File: config.mk
export PLATFORM = sky130hd
export DESIGN_NAME = esp_fit_cell
export DESIGN_NICKNAME = d
export VERILOG_FILES = /design/src/rtl/esp_fit_pkg.sv /design/src/rtl/esp_fit_cell.sv
export SDC_FILE = /design/constraint.sdc
export NUM_CORES = 2
export LEC_CHECK = 0
export BUFFER_PORTS_ARGS = -buffer_cell sky130_fd_sc_hd__clkbuf_2
export CAP_MARGIN = 10
export CORE_AREA = 5 5 350 352
export DETAILED_ROUTE_END_ITERATION = 6
export DIE_AREA = 0 0 355 357
export PLACE_DENSITY = 0.54
export SLEW_MARGIN = 20
export SYNTH_ARGS = -nofsm -noshare
export SYNTH_HDL_FRONTEND = slang
export SYNTH_SLANG_ARGS = --single-unit
File: constraint.sdc
create_clock -name i_clk -period 10.5 [get_ports i_clk]
set_input_delay 1.05 -clock i_clk [delete_from_list [all_inputs] [get_ports i_clk]]
set_output_delay 1.05 -clock i_clk [all_outputs]
set_load 0.02 [all_outputs]
File: src/rtl/esp_fit_pkg.sv
package esp_fit_pkg;

    localparam int DEF_MAX_CENTERS = 16;
    localparam int CNT_W           = 5;
    localparam int IDX_XW          = 8;
    localparam int COORD_W         = 32;
    localparam int Y_W             = 32;
    localparam int DIST_W          = 64;
    localparam int ACC_W           = 64;
    localparam int P_W             = 91;
    localparam int QS_W            = 128;
    localparam int RS_W            = 126;
    localparam int CAND_W          = 130;
    localparam int BIT_W           = 5;

    typedef enum logic [2:0] {
        OP_LOAD   = 3'd0,
        OP_POINT  = 3'd1,
        OP_CLEAR  = 3'd2,
        OP_READ_A = 3'd3,
        OP_READ_B = 3'd4
    } t_op;

    typedef enum logic [1:0] {
        STAT_OK     = 2'd0,
        STAT_REJECT = 2'd1,
        STAT_RANGE  = 2'd2,
        STAT_SAT    = 2'd3
    } t_status;

    typedef enum logic [3:0] {
        ST_IDLE,
        ST_DECODE,
        ST_DIST,
        ST_DRAIN_D,
        ST_ROOT,
        ST_SNAP,
        ST_MAC,
        ST_DRAIN_M,
        ST_READ,
        ST_DONE
    } t_state;

    typedef struct packed {
        logic [2:0]         op;
        logic [3:0]         row_index;
        logic [3:0]         col_index;
        logic signed [31:0] pos_x;
        logic signed [31:0] pos_y;
        logic signed [31:0] pos_z;
        logic signed [31:0] potential;
    } t_in_item;

    typedef struct packed {
        logic signed [63:0] read_value;
        logic [1:0]         status;
    } t_out_item;

    // per-cycle commands broadcast to every cell
    typedef struct packed {
        logic             load_r;
        logic             root_init;
        logic             root_step;
        logic [BIT_W-1:0] bit_idx;
        logic             snap;
        logic             ring_fwd;
        logic             ring_back;
        logic             row_shift;
    } t_cell_ctl;

endpackage

File: src/rtl/esp_fit_cell.sv
module esp_fit_cell (
    input  logic                   i_clk,
    input  esp_fit_pkg::t_cell_ctl i_ctl,
    input  logic [63:0]            i_r_prev,
    output logic [63:0]            o_r,
    input  logic [31:0]            i_y_next,
    input  logic [31:0]            i_y_prev,
    output logic [31:0]            o_y,
    input  logic [31:0]            i_yr_next,
    output logic [31:0]            o_yr
);
    import esp_fit_pkg::*;

    localparam logic [CAND_W-1:0] LIMIT = CAND_W'(1) << 90;

    logic [DIST_W-1:0] r_r;
    logic [P_W-1:0]    r_p;
    logic [QS_W-1:0]   r_qs;
    logic [RS_W-1:0]   r_rs;
    logic [Y_W-1:0]    r_y;
    logic [Y_W-1:0]    r_yr;
    logic [CAND_W-1:0] w_cand;
    logic              w_take;
    logic [Y_W-1:0]    w_mask;

    // candidate t = y | bit: t^2 R = y^2 R + y R 2^(b+1) + R 4^b, kept pre-shifted
    assign w_cand = CAND_W'(r_p) + CAND_W'(r_qs) + CAND_W'(r_rs);
    assign w_take = (w_cand <= LIMIT);
    assign w_mask = Y_W'(1) << i_ctl.bit_idx;

    always_ff @(posedge i_clk) begin
        if (i_ctl.load_r) begin
            r_r <= i_r_prev;
        end
        if (i_ctl.root_init) begin
            r_p  <= '0;
            r_qs <= '0;
            r_rs <= {r_r, 62'b0};
            r_y  <= '0;
        end else if (i_ctl.root_step) begin
            if (w_take) begin
                r_p  <= w_cand[P_W-1:0];
                r_y  <= r_y | w_mask;
                r_qs <= (r_qs >> 1) + QS_W'(r_rs);
            end else begin
                r_qs <= r_qs >> 1;
            end
            r_rs <= r_rs >> 2;
        end else if (i_ctl.ring_fwd) begin
            r_y <= i_y_next;
        end else if (i_ctl.ring_back) begin
            r_y <= i_y_prev;
        end
        if (i_ctl.snap) begin
            r_yr <= r_y;
        end else if (i_ctl.row_shift) begin
            r_yr <= i_yr_next;
        end
    end

    assign o_r  = r_r;
    assign o_y  = r_y;
    assign o_yr = r_yr;

endmodule

Yosys cells after proc, flatten, opt, wreduce, memory -nomap -nowiden

Cells that the tools add are included.

Bits in registers: 473
Input port bits: 173
Output and inout bits: 128
Logic and storage cells: 28

Add/subtract/negate cells: 3
Magnitude comparators: 1
Eq/ne operators: 1
Shift-type cells: 1
Mux-type cells: 9
Bitwise logic cells: 1
Reduce and logical (&&, ||, !) cells: 5

Operators with widths:

| kind                  | count |
|---|---|
| $mux 126              | 2 |
| $mux 32               | 6 |
| $add 129x126->130     | 1 |
| $le 130x91->1 const B | 1 |
| $add 91x128->129      | 1 |
| $add 127x126->128     | 1 |
| $mux 128              | 1 |
| $or 32x32->32         | 1 |
| $shl 1x5->32 const A  | 1 |
| $reduce_and 2->1      | 2 |
| $reduce_bool 2->1     | 2 |
| $reduce_bool 3->1     | 1 |
| $ne 2x1->1 const B    | 1 |

Logic depth before layout (Yosys ltp)

Depth after elaboration: 5
Gate-level depth with buffers: 27
Mapped depth without buffers: 23

Worst setup path before layout

No wires, ideal clock.

Path type: register to register
From: register r_p[1]
To: register r_qs[101]
Data arrival time: 5.050 ns
Data required time: 10.372 ns
Setup slack: 5.323 ns
Cell stages (with the launch flop): 24
Buffers on the path: 2
Period minus slack after synthesis: 5.177 ns
Cells stage by stage: dfxtp_1 fa_1 ha_1 inv_1 fa_1 nor2b_1 o211ai_1 a31o_1 a211o_4 a211oi_4 o21ai_1 xnor2_1 a311o_1 nor4_1 nand4_1 nor4_1 nand4bb_1 nor3_1 o2111ai_1 buf_6 buf_6 mux2_1 mux2i_1 nor2_1

Longest elaborated chain between the ends: 4

RTL lines:

| element                | line               | source |
|---|---|---|
| from (decl)            | esp_fit_cell.sv:17 | `logic [P_W-1:0] r_p;` |
| from (signal assigned) | esp_fit_cell.sv:42 | `r_p <= w_cand[P_W-1:0];` |
| $add 91x128->129       | esp_fit_cell.sv:27 | `assign w_cand = CAND_W'(r_p) + CAND_W'(r_qs) + CAND_W'(r_rs);` |
| $add 129x126->130      | esp_fit_cell.sv:27 |  |
| $le 130x91->1          | esp_fit_cell.sv:28 | `assign w_take = (w_cand <= LIMIT);` |
| $mux 128               | esp_fit_cell.sv:41 | `if (w_take) begin` |
| to (signal assigned)   | esp_fit_cell.sv:44 | `r_qs <= (r_qs >> 1) + QS_W'(r_rs);` |
| to (signal assigned)   | esp_fit_cell.sv:46 | `r_qs <= r_qs >> 1;` |
| to (decl)              | esp_fit_cell.sv:18 | `logic [QS_W-1:0] r_qs;` |

No other way between the ends.
A chain may end at the register's enable or synchronous reset.

Worst setup path in the final report

From: register r_qs[54]
To: register r_y[22] (netlist: o_y[22])

Longest elaborated chain between the ends: 5

RTL lines:

| element                    | line               | source |
|---|---|---|
| $add 91x128->129           | esp_fit_cell.sv:27 |  |
| $add 129x126->130          | esp_fit_cell.sv:27 |  |
| $le 130x91->1              | esp_fit_cell.sv:28 |  |
| $ne 2x1->1 (no line)       | -                  |  |
| $reduce_and 2->1 (no line) | -                  |  |
| to (signal assigned)       | esp_fit_cell.sv:43 | `r_y <= r_y \| w_mask;` |
| to (signal assigned)       | esp_fit_cell.sv:50 | `r_y <= i_y_next;` |
| to (signal assigned)       | esp_fit_cell.sv:52 | `r_y <= i_y_prev;` |
| to (decl)                  | esp_fit_cell.sv:20 | `logic [Y_W-1:0] r_y;` |

No other way between the ends.

==> metrics.csv <==
metric,value,unit
cp-start-kind,register,
p_seq_share,42.6,%
power_frac_clock,44.6,%
wirelength,131700,microns
syn2layout_area_growth,12.40,%
drt_pre_antenna_iters,7,
fin_cells,6256,
reg2reg_to,o_y[22],
final_layout_size_suffix_gt1_share,11.62,%
pin_count,301,
setup-violations-final,0,
numCtsBuffers,60,
regToRegSetupSlack,2.87,ns
dp_hpwl,103100,microns
p_leak,18.13,nW
fin_crit_sh,72.62,%
rr_startpoint,r_qs[54],
ant_nets,0,
syn_area,37820,sq um
port_buffers,300,
ctsHoldBuffers,0,
start_util,31.78,%
nets,5209,
syn_area_per_cell,8.344,sq um
skew,0.07335,ns
ys_seq_area_share,29.27,%
routabilityCongestion,0.9506,
synthArstFlopShare,0,%
cts_tree,built,
setup_ws,2.874,ns
max_cap_violations,0,
yosys_warnings,0,
grt_antenna_before_repair,1,
crit_type,reg -> reg,
crit_arrival,8.21,ns
maxSlewHeadroom,31.91,%
layout_common_cells,"a21oi_1 (541), nand2_1 (502), nor2_1 (471)",
wire_per_inst,21.05,microns
drc,0,
cts_resized,0,
post-place-ws,3.000,ns
rsz0062_at_grt,no,
die-height,357,microns
grt-ovfl-total,0,
rows,127,
timing.hold.ws,0.4631,ns
synth_flop_cell,dfxtp_1,
drtIter0Drc,2600,
ys_types,95,
clk_latency,0.70,ns
drv_slew,0,
combPwrFrac,12.7,%
design.die.area,126700,sq um
grt_pass1_vias,33710,
htree_levels,2,
crit_end,o_y[22],
min_period,7.626,ns
p_int,0.003440,W
grt_max_degree,145,
path_clk_slew,0.06,ns
power_switching,0.001358,W
p_per_area,112.9,nW/um^2
status,"complete, no violations",
final_common_cell,a21oi_1,
grt_usage,19.78,%
p_sw_share,28.31,%
synth_edf_count,160,
vdd_drop_max,0.0001298,V
crit_path_max_fanout,144,
die_width,355,microns
core-area,119000,sq um
worstMarginPinSlew,1.017,ns
grt_pass1_wl,201700,microns
cp-end-kind,register,
netlist_instances,4533,
setup_tns,0,ns
dp.cells,6142,
synth_seq_cells,473,
max_freq,131.1,MHz
nFillCells,12490,
crit_required,11.09,ns
syn_nets,5086,
cts_root_buffer,clkbuf_16,
crit_start,r_qs[54],
min_path_type,reg -> reg,
finalHoldViolCount,0,
clock_sinks,473,
viasPerCell,5.558,
r2r_cells,21,
postCtsSetupBuffers,0,
vias,34770,
cts_buffer_depth,3,
worst max-delay path, stage by stage, from the launching register on:
cell	delay, ns
dfxtp_1	0.42
fa_1	0.46
ha_1	0.46
a211o_1	0.31
a21oi_1	0.49
o21ai_0	0.21
a221oi_1	0.67
o211ai_1	0.23
o21ai_0	0.59
nor2b_1	0.24
xnor2_1	0.17
nor4_1	0.54
nand4_1	0.16
nor4_1	0.42
nand4bb_1	0.18
nor3_1	0.33
o2111ai_4	0.16
buf_12	0.32
buf_4	0.41
nor3_2	0.33
nand3_1	0.21
o32ai_1	0.15
cell type report:
class	count	area (sq um)	area share [%]
multi-input cells	3727	25440	59.83
well taps	1548	1937	4.556
repair buffers	327	1738	4.088
clock buffers	87	1842	4.332
inverters	67	251.5	0.5915
flip-flops and latches	473	11070	26.04
clock inverters	26	236.5	0.5562
diodes	1	2.502	0.005886
layer usage:
layer	GRT usage [%]	wire length [microns]
met5	0	0
met4	4.300	2713
met3	3.161	7561
met2	33.67	61840
met1	26.56	59600
Yosys cell counts (9+ instances only):
| cell type | instances | area [sq um] |
|---|---|---|
| inv_1 | 67 | 251.5 |
| nand2b_1 | 21 | 131.4 |
| mux2_2 | 72 | 810.8 |
| a21boi_0 | 12 | 90.09 |
| nand3_1 | 71 | 355.3 |
| nor4_1 | 29 | 181.4 |
| xor2_1 | 100 | 875.8 |
| clkbuf_1 | 214 | 803.3 |
| buf_2 | 31 | 155.2 |
| ha_1 | 287 | 3591 |
| dfxtp_1 | 313 | 6266 |
| xnor2_1 | 114 | 998.5 |
| or3_1 | 18 | 112.6 |
| buf_1 | 10 | 37.54 |
| nor2b_1 | 67 | 419.2 |
| a22o_1 | 68 | 595.6 |
| a211oi_1 | 27 | 202.7 |
| o21ai_1 | 21 | 105.1 |
| o21a_1 | 39 | 292.8 |
| o21ai_0 | 303 | 1516 |
| and4_1 | 21 | 183.9 |
| nor2_1 | 474 | 1779 |
| a211o_1 | 14 | 122.6 |
| nand2_1 | 502 | 1884 |
| o32ai_1 | 17 | 148.9 |
| a31oi_1 | 27 | 168.9 |
| nand4_1 | 115 | 719.4 |
| mux2i_1 | 150 | 1501 |
| and3_1 | 24 | 150.1 |
| o2111ai_1 | 9 | 78.83 |
| a21o_1 | 122 | 915.9 |
| o21bai_1 | 48 | 360.4 |
| and2_1 | 17 | 106.4 |
| a21oi_1 | 541 | 2708 |
| fa_1 | 93 | 1862 |
| mux2_1 | 24 | 270.3 |
| nor3_1 | 72 | 360.4 |
| a221oi_1 | 11 | 96.34 |
| o31ai_1 | 20 | 150.1 |
| edfxtp_1 | 160 | 4805 |
| o211ai_1 | 28 | 210.2 |
through the flow:
| step | utilization (%) | cell area, sq um | power (W) |
|---|---|---|---|
| 4_1_cts | 35.72 | 42510 | 0.004870 |
| 5_1_grt | 35.72 | 42510 | 0.004996 |
| 3_3_place_gp | 33.97 | 40430 | 0.002695 |
| 3_5_place_dp | 33.97 | 40430 | 0.002696 |
| 6_report | 35.72 | 42510 | 0.004798 |
| 2_1_floorplan | - | 37820 | 0.002457 |
how the worst min path moves through the flow:
stage / to / from / cells past startpoint
final: r_p[0] / r_p[0] / 2
after global routing: o_r[19] / i_r_prev[19] / 1
after CTS: r_p[0] / r_p[0] / 2
after detailed placement: r_p[0] / r_p[0] / 2
after global placement: r_p[0] / r_p[0] / 2
after floorplan: r_p[0] / r_p[0] / 2
state kept, by name (all words and copies together) (netlist names):
register and flops:
r_rs 126, o_r 64, o_y 32, o_yr 32
r_p 91, r_qs 128
power groups by stage:
stage          combinational (W)  clock (W)  sequential (W)
2_1_floorplan           0.000352          0         0.00211
3_3_place_gp            0.000607          0         0.00209
3_5_place_dp            0.000609          0         0.00209
4_1_cts                 0.000612    0.00221         0.00205
5_1_grt                 0.000664    0.00228         0.00205
6_report                0.000612    0.00214         0.00204
cells by family (layout without fill, tap and decap cells):
kind of cell	Yosys count	after routing	synth area share, %
AOI/OAI and AO/OA	1415	1415	23.18
xor gates and xnor gates	214	214	4.955
adders and majority gates	380	380	14.42
buffers and inverters	333	507	3.586
DFF	473	473	29.27
muxes	246	246	6.828
other	0	1	0
and+or+nand+nor	1472	1472	17.77
No activity file was read; power rests on OpenSTA's default activity.
